[config.mk]
export PLATFORM = sky130hd
export DESIGN_NAME = lfia_cell
export DESIGN_NICKNAME = d
export VERILOG_FILES = /design/src/hdl/lfia_pkg.sv /design/src/hdl/lfia_cell.sv
export SDC_FILE = /design/constraint.sdc
export NUM_CORES = 1
export LEC_CHECK = 0
export BUFFER_PORTS_ARGS = -buffer_cell sky130_fd_sc_hd__buf_2
export CORE_ASPECT_RATIO = 0.6
export CORE_UTILIZATION = 58
export CTS_BUF_LIST = sky130_fd_sc_hd__clkbuf_16
export CTS_CLUSTER_SIZE = 16
export DETAILED_ROUTE_END_ITERATION = 12
export PLACE_DENSITY = 0.81
export SLEW_MARGIN = 5
export SYNTH_ARGS = -nofsm -noshare
export SYNTH_HDL_FRONTEND = slang
export SYNTH_SLANG_ARGS = --single-unit
[constraint.sdc]
create_clock -name i_clk -period 4.3 [get_ports i_clk]
set_input_delay 0.645 -clock i_clk [delete_from_list [all_inputs] [get_ports i_clk]]
set_output_delay 0.645 -clock i_clk [all_outputs]
set_load 0.005 [all_outputs]
[src/hdl/lfia_pkg.sv]
// ----------------------------------------------------------------------------
// lfia_pkg
// Shared types and constants for the lowest free identifier allocator.
// ----------------------------------------------------------------------------
package lfia_pkg;

    // Default pool geometry
    localparam int LFIA_NUM_IDS   = 1024;
    localparam int LFIA_WORD_BITS = 32;

    // Fixed field widths of the stream words
    localparam int LFIA_ID_W     = 32;
    localparam int LFIA_STATUS_W = 2;

    // Requested operation
    typedef enum logic [0:0] {
        FUNC_ALLOC = 1'b0,
        FUNC_FREE  = 1'b1
    } t_func;

    // Result status
    typedef enum logic [LFIA_STATUS_W-1:0] {
        ST_OK         = 2'd0,
        ST_EXHAUSTED  = 2'd1,
        ST_BELOW_BASE = 2'd2,
        ST_NOT_ALLOC  = 2'd3
    } t_status;

    // Request token control, handed from cell to cell
    typedef struct packed {
        logic    valid;
        t_func   func;
        logic    done;
        t_status status;
    } t_tok_ctl;

endpackage

[src/hdl/lfia_cell.sv]
// ----------------------------------------------------------------------------
// lfia_cell
// One bitmap word of the pool with its full flag. Serves the request token
// as it passes: claims the lowest clear bit or clears the freed bit.
// ----------------------------------------------------------------------------
module lfia_cell #(
    parameter int WORD_BITS = lfia_pkg::LFIA_WORD_BITS,
    parameter int CELL_IDX  = 0,
    parameter int PW        = 10
) (
    input  logic              i_clk,
    input  logic              i_rst_n,
    input  logic              i_clr,
    input  logic [PW:0]       i_count,
    input  lfia_pkg::t_tok_ctl i_ctl,
    input  logic [PW-1:0]     i_pos,
    output lfia_pkg::t_tok_ctl o_ctl,
    output logic [PW-1:0]     o_pos
);

    localparam int BW    = (WORD_BITS > 1) ? $clog2(WORD_BITS) : 1;
    localparam int WBASE = CELL_IDX * WORD_BITS;

    logic [WORD_BITS-1:0] r_used;
    logic [WORD_BITS-1:0] n_used;
    logic                 r_full;
    logic                 n_full;
    lfia_pkg::t_tok_ctl   r_ctl;
    lfia_pkg::t_tok_ctl   n_ctl;
    logic [PW-1:0]        r_pos;
    logic [PW-1:0]        n_pos;

    logic [WORD_BITS-1:0] pad;
    logic [BW-1:0]        fz_idx;
    logic                 in_word;
    logic [PW-1:0]        rel;
    logic [BW-1:0]        bidx;

    // Positions at or past the pool end are held used
    always_comb begin
        for (int b = 0; b < WORD_BITS; b++) begin
            pad[b] = ((PW+1)'(WBASE + b) >= i_count);
        end
    end

    // Lowest clear bit of the word
    always_comb begin
        fz_idx = '0;
        for (int b = WORD_BITS - 1; b >= 0; b--) begin
            if (!r_used[b]) begin
                fz_idx = BW'(b);
            end
        end
    end

    // Does the freed offset fall into this word
    assign in_word = ({1'b0, i_pos} >= (PW+1)'(WBASE))
                  && ({1'b0, i_pos} <  (PW+1)'(WBASE + WORD_BITS));
    assign rel     = i_pos - PW'(WBASE);
    assign bidx    = rel[BW-1:0];

    // Serve the passing token
    always_comb begin
        n_used = r_used;
        n_ctl  = i_ctl;
        n_pos  = i_pos;
        if (i_clr) begin
            n_used = pad;
        end else if (i_ctl.valid && !i_ctl.done) begin
            if (i_ctl.func == lfia_pkg::FUNC_ALLOC) begin
                if (!r_full) begin
                    n_used[fz_idx] = 1'b1;
                    n_ctl.done     = 1'b1;
                    n_ctl.status   = lfia_pkg::ST_OK;
                    n_pos          = PW'(WBASE) + PW'(fz_idx);
                end
            end else if (in_word) begin
                n_ctl.done = 1'b1;
                if (r_used[bidx]) begin
                    n_used[bidx] = 1'b0;
                    n_ctl.status = lfia_pkg::ST_OK;
                end else begin
                    n_ctl.status = lfia_pkg::ST_NOT_ALLOC;
                end
            end
        end
        n_full = &n_used;
    end

    // Word state, refilled by the clear pulse
    always_ff @(posedge i_clk) begin
        r_used <= n_used;
        r_full <= n_full;
        r_pos  <= n_pos;
    end

    // Token control
    always_ff @(posedge i_clk) begin
        if (!i_rst_n) begin
            r_ctl <= '0;
        end else begin
            r_ctl <= n_ctl;
        end
    end

    assign o_ctl = r_ctl;
    assign o_pos = r_pos;

endmodule

# After elaboration in Yosys (flattened, before gate mapping)
# Cells that the tools add are included.
# op_classes
bitwise	3
magnitude_cmp	37
muxes	54
n_reduce_logical	5
# op_table
op	count
$mux 32	6
$ge 5x11->1 const A	16
$mux 5	32
$ge 4x11->1 const A	8
$ge 3x11->1 const A	4
$mux 10	4
$and 32x32->32	1
$not 32->32	1
$or 32x32->32	1
$reduce_and 32->1	1
$ge 1x11->1 const A	2
$ge 2x11->1 const A	2
$mux 3	5
$lt 5x6->1 const B	2
$demux 1 s5	2
$ge 5x1->1 const B	2
$lt 10x6->1 const B	1
$bmux 1 s5	1
$logic_and 1x1->1	3
$mux 1	3
$mux 2	1
$logic_not 1->1	1
# totals
reg_bits	48
in_bits	29

# Longest topological paths before layout
# Gate-level depths: netlist (run 1).
# depth
word_depth	42
mapped_depth	13
depth_no_buf	9

# Least setup slack after synthesis (run 1)
# No wires, ideal clock.
# synth_path
kind	input-to-reg
start	input i_pos[1]
end	register r_full
path_slack_ps	729
arrival_time_ps	3483
required_ps	4212
setup_ps	88
cell_stages	13
path_buffers	4
path_cell_list	buf_6 > buf_8 > mux4_2 > mux4_2 > mux2i_1 > buf_4 > or2_1 > buf_6 > o21ai_2 > a21o_1 > a211o_1 > or4b_4 > nor4_2
# synth_via
elab_chain_cells	12
word_cells_on_any_way	16
# synth_lines
element	line	source
start, declared	lfia_cell.sv:16	input logic [PW-1:0] i_pos,
$lt 5x6->1 (not written as such) or $ge 5x1->1 (tied branches)	lfia_cell.sv:80	n_used[bidx] = 1'b0;
$logic_and 1x1->1 (not written as such)	lfia_cell.sv:80	
$mux 1 (not written as such)	lfia_cell.sv:80	
$demux 1 s5	lfia_cell.sv:80	
$not 32->32 (no source line)	--	
$and 32x32->32 (no source line)	--	
$mux 32	lfia_cell.sv:79	if (r_used[bidx]) begin
$mux 32 (*)	lfia_cell.sv:77	end else if (in_word) begin
$mux 32 (*)	lfia_cell.sv:70	if (i_ctl.func == lfia_pkg::FUNC_ALLOC) begin
$mux 32 (*)	lfia_cell.sv:69	end else if (i_ctl.valid && !i_ctl.done) begin
$mux 32 (*)	lfia_cell.sv:67	if (i_clr) begin
$reduce_and 32->1 (*)	lfia_cell.sv:87	n_full = &n_used;
via n_full	lfia_cell.sv:27	logic n_full;
end signal, assigned	lfia_cell.sv:93	r_full <= n_full;
end, declared	lfia_cell.sv:26	logic r_full;
# Mark *: on every way through the listed nets, which the timed path passes. The rest lies on a longest branch. The select of a mux whose other input is x is not followed.
# A chain may end at the register's enable or synchronous reset.

# Worst setup path in the final report (run 1)
# Same ends and word-level chain as after synthesis.

==> results.sh, run 1 <==
export IMPL_run_status="finished, violations left"
export IMPL_violations_in_the_final_reports="design-rule violations"
export IMPL_p_int_mw=0.798
export IMPL_cp_depth=11
export IMPL_nFillCells=430
export IMPL_route_antenna_remaining_nets=0
export IMPL_postSynthAreaPerCell_sq_um=7.91
export IMPL_antenna_cells_inserted=0
export IMPL_htree_levels=2
export IMPL_die_area_sq_um=5900
export IMPL_grt_total_usage_pct=44.2
export IMPL_antenna_found_initial=1
export IMPL_cts_path_max_buffers=2
export IMPL_post_synth_edffs=0
export IMPL_vias_cell=7.49
export IMPL_finalHoldWorstSlack_ns=0.570
export IMPL_post_route_clock_period_utilization_pct=85.4
export IMPL_row_count=20
export IMPL_yosys_top_cells_area="sky130_fd_sc_hd__dfxtp_1 30%, sky130_fd_sc_hd__nand2_1 6.4%, sky130_fd_sc_hd__mux4_2 4.9%"
export IMPL_area_share_of_the_leading_cell_type_in_the_synthesized_netlist_pct=29.6
export IMPL_reg2regPathDepth=10
export IMPL_start_util_pct=62.0
export IMPL_netlist_area_sq_um=3240
export IMPL_max_slew_worst_pin_slew_ns=0.887
export IMPL_tritoncts_buffer_count=5
export IMPL_synth_net_count=439
export IMPL_placeableCoreArea_sq_um=5230
export IMPL_clock_latency_at_the_later_pin_of_the_worst_skew_pair_ns=0.29
export IMPL_critical_path_reg2reg_startpoint="r_used[11]"
export IMPL_max_cap_violations=0
export IMPL_worst_setup_path_type="input pin to register"
export IMPL_synth_top_flop_cell="sky130_fd_sc_hd__dfxtp_1"
export IMPL_postCtsSetupRepairBufs=0
export IMPL_ioPinCount=44
export IMPL_flow_area_growth_from_synthesis_pct=12.6
export IMPL_tritoncts="built"
export IMPL_clock_power_share_pct=42.0
export IMPL_grt_first_pass_wirelength_microns=18700
export IMPL_gpl_final_weighted_congestion=1.05
export IMPL_share_of_layout_cells_above_drive_strength_1_pct=18.2
export IMPL_worstReg2RegEnd="r_full"
export IMPL_synth_seq_cells=48
export IMPL_dpl_cell_count=503
export IMPL_power_density_cell_area_nw_per_um2=299
export IMPL_die_w_microns=98.5
export IMPL_via_count=3827
export IMPL_wire_length_per_cell_after_detailed_routing_microns=25.1
export IMPL_yosysTopAreaCell="sky130_fd_sc_hd__dfxtp_1"
export IMPL_fin_setup_tns_ns=0
export IMPL_startpoint="i_pos[1]"
export IMPL_cts_hold_buf=0
export IMPL_power_frac_seq_pct=45.1
export IMPL_min_period_ns=3.67
export IMPL_setup_worst_path_end_class="register"
export IMPL_post_synthesis_instance_total=410
export IMPL_drt_iter0_drc=534
export IMPL_setup_violations=0
export IMPL_postCtsResizedCells=0
export IMPL_cts_sinks=48
export IMPL_hp_start="i_pos[7]"
export IMPL_post_route_util_pct=69.8
export IMPL_grt_max_degree=37
export IMPL_crit_slowest_cell="sky130_fd_sc_hd__mux4_1"
export IMPL_clock_skew_ns=0.00640
export IMPL_total_power_mw=1.09
export IMPL_max_vdd_drop_mv=0.225
export IMPL_power_switching_share_pct=26.9
export IMPL_dieHeight_microns=59.9
export IMPL_timing_critical_path_arrival_ns=3.88
export IMPL_crit_end="r_full"
export IMPL_final_nets=473
export IMPL_cp_start_kind="input pin"
export IMPL_cell_by_cell_listing_of_the_critical_path="buf_2, mux4_1, mux4_2, mux2i_1, buf_4, or2_1, o21ai_2, a21o_1, a211o_1, or4b_4, nor4_2"
export IMPL_rsz0062_at_grt="false"
export IMPL_drv_slew=0
export IMPL_timing_reg2reg_setup_slack_ns=0.70
export IMPL_first_global_vias=3372
export IMPL_pwr_share_comb_pct=12.9
export IMPL_cts_root_buf="sky130_fd_sc_hd__clkbuf_16"
export IMPL_dp_final_hpwl_microns=9630
export IMPL_critical_path_buf_inv_count=2
export IMPL_worstPathRequired_ns=4.51
export IMPL_io_buf_count=43
export IMPL_p_leak_nw=1.38
export IMPL_relSlewSlack_pct=40.5
export IMPL_post_route_drc_count=1
export IMPL_yosys_cell_types_count=61
export IMPL_critical_path_max_stage_delay_ns=0.60
export IMPL_hold_path_class="input pin to register"
export IMPL_critical_path_max_fanout=14
export IMPL_first_pass_iters=12
export IMPL_part_of_the_yosys_area_used_for_sequential_elements_pct=29.6
export IMPL_critPathTopFamily="multiplexers"
export IMPL_grt_ovfl_total=0
export IMPL_finalHoldViolations=0
export IMPL_async_flop_share_pct=0
export IMPL_total_switching_power_mw=0.293
export IMPL_clkSlewWorstSetupHoldPaths_ns=0.07
export IMPL_yosysWarnings=0
export IMPL_totalWireLength_microns=12800
export IMPL_layoutNonFillerInstCount=511
export IMPL_upper_clock_frequency_limit_mhz=272
[metrics by stage]
step	setup slack, ns	instance area [sq um]
after detailed placement	0.368	3480
after global routing	0.480	3650
final	0.628	3650
after global placement	0.437	3480
after floorplan	0.729	3240
after CTS	0.652	3650
[metal layers]
layer	vias up	track usage, %	wire [microns]
met5	-	5.98	0
met4	0	14.9	514
met3	69	22.1	2590
met2	395	58.7	4660
met1	1724	60.7	5050
li1	1639	-	-
[layout by cell type, fill, tap and decap left out, types with 3 or more instances in the layout]
cell type / netlist / final
sky130_fd_sc_hd__a211o_1: 5 / 5
sky130_fd_sc_hd__a21boi_0: 5 / 5
sky130_fd_sc_hd__a21o_1: 6 / 6
sky130_fd_sc_hd__a21oi_1: 17 / 17
sky130_fd_sc_hd__a311oi_1: 6 / 6
sky130_fd_sc_hd__a31o_2: 4 / 4
sky130_fd_sc_hd__a31oi_1: 14 / 14
sky130_fd_sc_hd__and2_1: 10 / 10
sky130_fd_sc_hd__and3_1: 10 / 10
sky130_fd_sc_hd__and4_1: 5 / 5
sky130_fd_sc_hd__buf_2: 0 / 43
sky130_fd_sc_hd__buf_4: 2 / 9
sky130_fd_sc_hd__clkbuf_16: 0 / 5
sky130_fd_sc_hd__dfxtp_1: 48 / 48
sky130_fd_sc_hd__inv_1: 9 / 9
sky130_fd_sc_hd__mux4_1: 3 / 3
sky130_fd_sc_hd__mux4_2: 7 / 7
sky130_fd_sc_hd__nand2_1: 55 / 55
sky130_fd_sc_hd__nand2b_1: 3 / 3
sky130_fd_sc_hd__nand3_1: 20 / 20
sky130_fd_sc_hd__nand4_1: 13 / 13
sky130_fd_sc_hd__nor2_1: 27 / 27
sky130_fd_sc_hd__nor2b_1: 8 / 8
sky130_fd_sc_hd__nor3_1: 11 / 11
sky130_fd_sc_hd__nor4_1: 5 / 5
sky130_fd_sc_hd__nor4b_1: 3 / 3
sky130_fd_sc_hd__o211ai_1: 9 / 9
sky130_fd_sc_hd__o21a_1: 3 / 3
sky130_fd_sc_hd__o21ai_0: 31 / 31
sky130_fd_sc_hd__o221a_2: 3 / 3
sky130_fd_sc_hd__o311a_1: 3 / 3
sky130_fd_sc_hd__o32ai_1: 4 / 4
sky130_fd_sc_hd__or2_1: 3 / 3
sky130_fd_sc_hd__or3_1: 4 / 4
[cells in the mapped netlist, drive strengths merged (2+ instances only)]
cell,n
a211o,5
a211oi,2
a21boi,5
a21o,6
a21oi,17
a22oi,2
a311oi,6
a31o,4
a31oi,14
and2,11
and3,10
and4,5
buf,7
clkbuf,18
dfxtp,48
inv,9
mux4,10
nand2,55
nand2b,3
nand3,20
nand4,13
nor2,27
nor2b,8
nor3,12
nor3b,2
nor4,6
nor4b,3
o211ai,9
o21a,3
o21ai,32
o221a,3
o22ai,2
o311a,3
o31a,2
o31ai,2
o32ai,4
or2,4
or3,4
[flip-flops by register name, indices dropped and copies added (netlist names)]
signal	cells
o_ctl	5
r_full	1
o_pos	10
r_used	32
[layout make-up]
cell class / instances / area, sq um / area share [%]
Multi-Input combinational cell: 328 / 2120 / 58.1
Sequential cell: 48 / 961 / 26.3
Timing Repair Buffer: 52 / 283 / 7.74
Clock buffer: 5 / 125 / 3.43
Tap cell: 66 / 82.6 / 2.26
Clock inverter: 3 / 46.3 / 1.27
Inverter: 9 / 33.8 / 0.925
[logic make-up (layout without fill, tap and decap cells)]
family / after synthesis / count (layout) / synth area share [%]
AO/OA/AOI/OAI: 128 / 128 / 27.1
AND/OR/NAND/NOR: 188 / 188 / 30.3
buffers and inverters: 34 / 69 / 4.98
multiplexers: 12 / 12 / 7.95
flip-flops: 48 / 48 / 29.6
[power by group through the flow]
stage                     Clock, mW  Sequential, mW  Combinational [mW]
after CTS                     0.453           0.488               0.135
final                         0.459           0.492               0.140
after global routing          0.471           0.491               0.150
after detailed placement          0           0.498               0.134
after global placement            0           0.498               0.133
after floorplan                   0           0.488              0.0891
[worst min-delay path by stage]
stage	to	slack, ns	cells after the start
2_1_floorplan	r_used[19]	0.50	2
5_1_grt	o_pos[7]	0.58	2
3_5_place_dp	r_used[19]	0.59	2
4_1_cts	o_pos[7]	0.57	2
3_3_place_gp	r_used[19]	0.61	2
6_report	o_pos[7]	0.57	2
No activity file was read; power rests on OpenSTA's default activity.
==> inputs of run 2 (changes only) <==
==> constraint.sdc (replaced) <==
create_clock -name i_clk -period 3.4 [get_ports i_clk]
set_input_delay 0.51 -clock i_clk [delete_from_list [all_inputs] [get_ports i_clk]]
set_output_delay 0.51 -clock i_clk [all_outputs]
set_load 0.005 [all_outputs]
==> results.sh, run 2 (same netlist as run 1, synthesis figures left out) <==
export IMPL_post_route_util_pct=74.3
export IMPL_postCtsSetupRepairBufs=0
export IMPL_max_cap_violations=0
export IMPL_drv_slew=0
export IMPL_grt_total_usage_pct=45.9
export IMPL_post_route_drc_count=1
export IMPL_vias_cell=7.41
export IMPL_clock_skew_ns=0.00302
export IMPL_cts_sinks=48
export IMPL_worst_setup_path_type="register to register"
export IMPL_critical_path_max_fanout=12
export IMPL_setup_violations=0
export IMPL_clkSlewWorstSetupHoldPaths_ns=0.07
export IMPL_nFillCells=408
export IMPL_finalHoldViolations=0
export IMPL_cts_hold_buf=0
export IMPL_drt_iter0_drc=630
export IMPL_largest_register_ff_count=32
export IMPL_p_leak_nw=1.52
export IMPL_die_area_sq_um=5900
export IMPL_cts_root_buf="sky130_fd_sc_hd__clkbuf_16"
export IMPL_route_antenna_remaining_nets=0
export IMPL_max_vdd_drop_mv=0.228
export IMPL_dp_final_hpwl_microns=9870
export IMPL_cts_path_max_buffers=2
export IMPL_cp_start_kind="register"
export IMPL_start_util_pct=62.0
export IMPL_totalWireLength_microns=13200
export IMPL_via_count=4009
export IMPL_share_of_layout_cells_above_drive_strength_1_pct=24.2
export IMPL_final_cell_mix="55 x sky130_fd_sc_hd__nand2_1, 48 x sky130_fd_sc_hd__dfxtp_1, 42 x sky130_fd_sc_hd__buf_2, 39 x sky130_fd_sc_hd__buf_4, 31 x sky130_fd_sc_hd__o21ai_0"
export IMPL_max_slew_worst_pin_slew_ns=0.678
export IMPL_grt_max_degree=36
export IMPL_dpl_cell_count=533
export IMPL_htree_levels=2
export IMPL_run_status="finished, violations left"
export IMPL_ioPinCount=44
export IMPL_layoutNonFillerInstCount=541
export IMPL_relSlewSlack_pct=54.2
export IMPL_total_power_mw=1.40
export IMPL_grt_ovfl_total=0
export IMPL_dieHeight_microns=59.9
export IMPL_antenna_cells_inserted=0
export IMPL_biggest_register="r_used"
export IMPL_fin_setup_tns_ns=0
export IMPL_tritoncts_buffer_count=5
export IMPL_placeableCoreArea_sq_um=5230
export IMPL_hold_path_class="input pin to register"
export IMPL_wire_length_per_cell_after_detailed_routing_microns=24.4
export IMPL_first_pass_iters=12
export IMPL_finalHoldWorstSlack_ns=0.435
export IMPL_worstPathRequired_ns=3.61
export IMPL_setup_worst_path_end_class="register"
export IMPL_die_w_microns=98.5
export IMPL_power_density_cell_area_nw_per_um2=361
export IMPL_first_global_vias=3526
export IMPL_clock_latency_at_the_later_pin_of_the_worst_skew_pair_ns=0.29
export IMPL_io_buf_count=43
export IMPL_antenna_found_initial=0
export IMPL_gpl_final_weighted_congestion=1.10
export IMPL_layout_cells_most_common="sky130_fd_sc_hd__nand2_1"
export IMPL_timing_critical_path_arrival_ns=3.47
export IMPL_final_nets=503
export IMPL_upper_clock_frequency_limit_mhz=307
export IMPL_min_period_ns=3.26
export IMPL_flow_area_growth_from_synthesis_pct=19.8
export IMPL_violations_in_the_final_reports="design-rule violations"
export IMPL_tritoncts="built"
export IMPL_grt_first_pass_wirelength_microns=19700
export IMPL_row_count=20
export IMPL_post_route_clock_period_utilization_pct=95.8
-- run 2: critical path, stage by stage, from the launching register on --
cell                      delay, ns
sky130_fd_sc_hd__dfxtp_1       0.51
sky130_fd_sc_hd__inv_1         0.07
sky130_fd_sc_hd__o221a_2       0.29
sky130_fd_sc_hd__o21ai_0       0.47
sky130_fd_sc_hd__a211o_2       0.41
sky130_fd_sc_hd__and3_1        0.36
sky130_fd_sc_hd__a211o_1       0.21
sky130_fd_sc_hd__and4_4        0.24
sky130_fd_sc_hd__or4b_4        0.47
sky130_fd_sc_hd__nor4_2        0.14
-- run 2: path summary, 6_finish.rpt --
kind	from	end	slack [ns]	cells after the start
worst max-delay path	r_used[27]	r_full	0.14	9
worst min-delay path	i_pos[8]	o_pos[8]	0.44	2
worst max register to register	r_used[27]	r_full	0.14	9
worst min register to register	r_used[11]	r_used[11]	0.64	2
-- run 2: final cells by class --
class / instances / area (sq um) / area share (%)
clock buffer: 5 / 125 / 3.22
clock inverter: 3 / 42.5 / 1.10
inverter: 9 / 33.8 / 0.870
multi-input combinational: 328 / 2130 / 54.7
sequential: 48 / 961 / 24.7
tap: 66 / 82.6 / 2.13
timing repair buffer: 82 / 514 / 13.2
-- run 2: layer usage --
metal  vias up  share of wire (%)  routed length [microns]  global-route usage, %
li1       1698                  -                        -                      -
met1      1767                 38                     5020                   63.6
met2       435                 36                     4780                   60.5
met3       109                 21                     2730                   21.8
met4         0                5.2                      684                   18.1
met5         -                  0                        0                      0
-- run 2: where the power goes --
group	switching, mW	internal, mW	total (mW)
Sequential	0.0325	0.587	0.619
Clock	0.237	0.346	0.583
Combinational	0.112	0.0878	0.200
-- run 2: through the flow --
step | setup WS (ns) | instance area, sq um
after floorplan | 0.0390 | 3240
after global placement | -0.112 | 3710
after detailed placement | -0.171 | 3710
after CTS | 0.106 | 3870
after global routing | -0.00597 | 3880
final | 0.144 | 3880
-- run 2: timing repair --
item / in CTS / in global routing
endpoints found under the setup margin: 0 / 1
gates resized for setup: 0 / 7
endpoints found under the hold margin: 0 / 0
==> inputs of run 3 (changes only) <==
--- a/config.mk
+++ b/config.mk
@@ -7,11 +7,11 @@
 export LEC_CHECK = 0
 export BUFFER_PORTS_ARGS = -buffer_cell sky130_fd_sc_hd__buf_2
 export CORE_ASPECT_RATIO = 0.6
-export CORE_UTILIZATION = 58
+export CORE_UTILIZATION = 34
 export CTS_BUF_LIST = sky130_fd_sc_hd__clkbuf_16
 export CTS_CLUSTER_SIZE = 16
 export DETAILED_ROUTE_END_ITERATION = 12
-export PLACE_DENSITY = 0.81
+export PLACE_DENSITY = 0.55
 export SLEW_MARGIN = 5
 export SYNTH_ARGS = -nofsm -noshare
 export SYNTH_HDL_FRONTEND = slang
==> constraint.sdc (replaced) <==
create_clock -name i_clk -period 2.95 [get_ports i_clk]
set_input_delay 0.4425 -clock i_clk [delete_from_list [all_inputs] [get_ports i_clk]]
set_output_delay 0.4425 -clock i_clk [all_outputs]
set_load 0.005 [all_outputs]
==> results.sh, run 3 (same netlist as run 1, synthesis figures left out) <==
export IMPL_run_status="finished, violations left"
export IMPL_violations_in_the_final_reports="negative setup slack"
export IMPL_max_cap_violations=0
export IMPL_dp_final_hpwl_microns=12600
export IMPL_share_of_layout_cells_above_drive_strength_1_pct=37.0
export IMPL_power_density_cell_area_nw_per_um2=349
export IMPL_worst_setup_path_type="register to register"
export IMPL_gpl_final_weighted_congestion=0.979
export IMPL_clkSlewWorstSetupHoldPaths_ns=0.07
export IMPL_timing_critical_path_arrival_ns=3.29
export IMPL_setup_worst_path_end_class="register"
export IMPL_biggest_register="r_used"
export IMPL_power_frac_seq_pct=44.6
export IMPL_pwr_share_comb_pct=18.3
export IMPL_grt_ovfl_total=0
export IMPL_tritoncts="built"
export IMPL_ioPinCount=44
export IMPL_die_w_microns=128
export IMPL_die_area_sq_um=9950
export IMPL_cts_root_buf="sky130_fd_sc_hd__clkbuf_16"
export IMPL_placeableCoreArea_sq_um=9220
export IMPL_critical_path_max_fanout=7
export IMPL_upper_clock_frequency_limit_mhz=325
export IMPL_vias_cell=5.96
export IMPL_critical_path_max_stage_delay_ns=0.48
export IMPL_hold_path_class="input pin to register"
export IMPL_first_global_vias=3718
export IMPL_grt_first_pass_wirelength_microns=23100
export IMPL_total_switching_power_mw=0.457
export IMPL_tritoncts_buffer_count=5
export IMPL_drv_slew=0
export IMPL_dieHeight_microns=77.7
export IMPL_worstPathRequired_ns=3.16
export IMPL_layout_cells_most_common="sky130_fd_sc_hd__buf_4"
export IMPL_wire_length_per_cell_after_detailed_routing_microns=22.8
export IMPL_setup_violations=1
export IMPL_cts_hold_buf=0
export IMPL_first_pass_iters=7
export IMPL_fin_setup_tns_ns=-0.130
export IMPL_totalWireLength_microns=15500
export IMPL_cell_by_cell_listing_of_the_critical_path="mux4_2, mux4_2, mux2i_1, buf_4, or3_4, buf_6, o211ai_1, o211ai_1, and4_1, or4b_4, nor4_2"
export IMPL_post_route_util_pct=49.1
export IMPL_post_route_clock_period_utilization_pct=104
export IMPL_p_leak_nw=1.88
export IMPL_flow_area_growth_from_synthesis_pct=39.6
export IMPL_max_vdd_drop_mv=0.213
export IMPL_power_switching_share_pct=28.9
export IMPL_row_count=27
export IMPL_htree_levels=2
export IMPL_route_antenna_remaining_nets=0
export IMPL_final_cell_mix="111 x sky130_fd_sc_hd__buf_4, 55 x sky130_fd_sc_hd__nand2_1, 42 x sky130_fd_sc_hd__buf_2, 38 x sky130_fd_sc_hd__dfxtp_1, 30 x sky130_fd_sc_hd__o21ai_0"
export IMPL_cts_path_max_buffers=2
export IMPL_io_buf_count=43
export IMPL_start_util_pct=35.2
export IMPL_post_route_drc_count=0
export IMPL_clock_latency_at_the_later_pin_of_the_worst_skew_pair_ns=0.30
export IMPL_finalHoldViolations=0
export IMPL_p_int_mw=1.12
export IMPL_clock_skew_ns=0.00624
export IMPL_clock_power_share_pct=37.2
export IMPL_rsz0062_at_grt="true"
export IMPL_crit_slowest_cell="sky130_fd_sc_hd__or4b_4"
export IMPL_grt_total_usage_pct=32.0
export IMPL_cp_start_kind="register"
export IMPL_setup_slack_ns=-0.130
export IMPL_drt_iter0_drc=666
export IMPL_min_period_ns=3.08
export IMPL_antenna_found_initial=1
export IMPL_max_slew_worst_pin_slew_ns=0.670
export IMPL_grt_max_degree=30
export IMPL_largest_register_ff_count=32
export IMPL_via_count=4050
export IMPL_cts_sinks=48
export IMPL_relSlewSlack_pct=54.7
export IMPL_final_nets=576
==> run 3: routing by layer <==
metal  share of wire [%]  up-vias  wire length [microns]  track usage [%]
met4                 1.0        0                    161             6.24
met2                  37      288                   5700             40.5
li1                    -     1847                      -                -
met1                  47     1894                   7340             48.8
met3                  15       21                   2310             13.1
met5                   0        -                      0                0
==> run 3: through the flow <==
stage / hold slack (ns) / total power, mW / instance area, sq um / cells / setup slack (ns)
floorplan: 0.504 / 0.843 / 3250 / 410 / -0.277
finish: 0.358 / 1.58 / 4530 / 679 / -0.130
CTS: 0.352 / 1.58 / 4500 / 678 / -0.0917
global route: 0.355 / 1.64 / 4530 / 678 / -0.184
detailed placement: 0.664 / 0.991 / 4330 / 669 / -0.525
global placement: 0.660 / 0.995 / 4330 / 669 / -0.575
==> run 3: power by group through the flow <==
stage               sequential, mW  clock [mW]  combinational, mW
floorplan                    0.712           0              0.131
global placement             0.718           0              0.277
detailed placement           0.716           0              0.276
CTS                          0.701       0.597              0.280
global route                 0.705       0.626              0.308
finish                       0.705       0.588              0.289
==> run 3: layout make-up <==
cell class | instances | area, sq um
Fill cell | 942 | 4690
Multi-Input combinational cell | 328 | 2140
Tap cell | 130 | 163
Antenna cell | 1 | 2.50
Sequential cell | 48 | 981
Clock buffer | 5 | 125
Inverter | 9 | 33.8
Timing Repair Buffer | 155 | 1070
Clock inverter | 3 | 17.5
==> run 3: worst paths after layout <==
path | startpoint | to | slack [ns] | cells past startpoint
setup / recovery | r_used[11] | r_full | -0.13 | 11
hold / removal | i_pos[9] | o_pos[9] | 0.36 | 2
setup reg to reg | r_used[11] | r_full | -0.13 | 11
hold reg to reg | r_used[12] | r_used[12] | 0.63 | 2
==> run 3: worst max-delay path, delay by kind of cell (launching register included) <==
family,cells,cell delay (ns)
DFF,1,0.38
buffers and inverters,2,0.28
muxes,3,1.10
AOI/OAI and AO/OA,2,0.22
and+or+nand+nor,4,1.01
==> run 3: repair_timing <==
item	CTS	global route
pin swaps	2	2
setup endpoints to repair	1	1
cloned	0	0
resized for setup	18	8
setup buffers	1	0
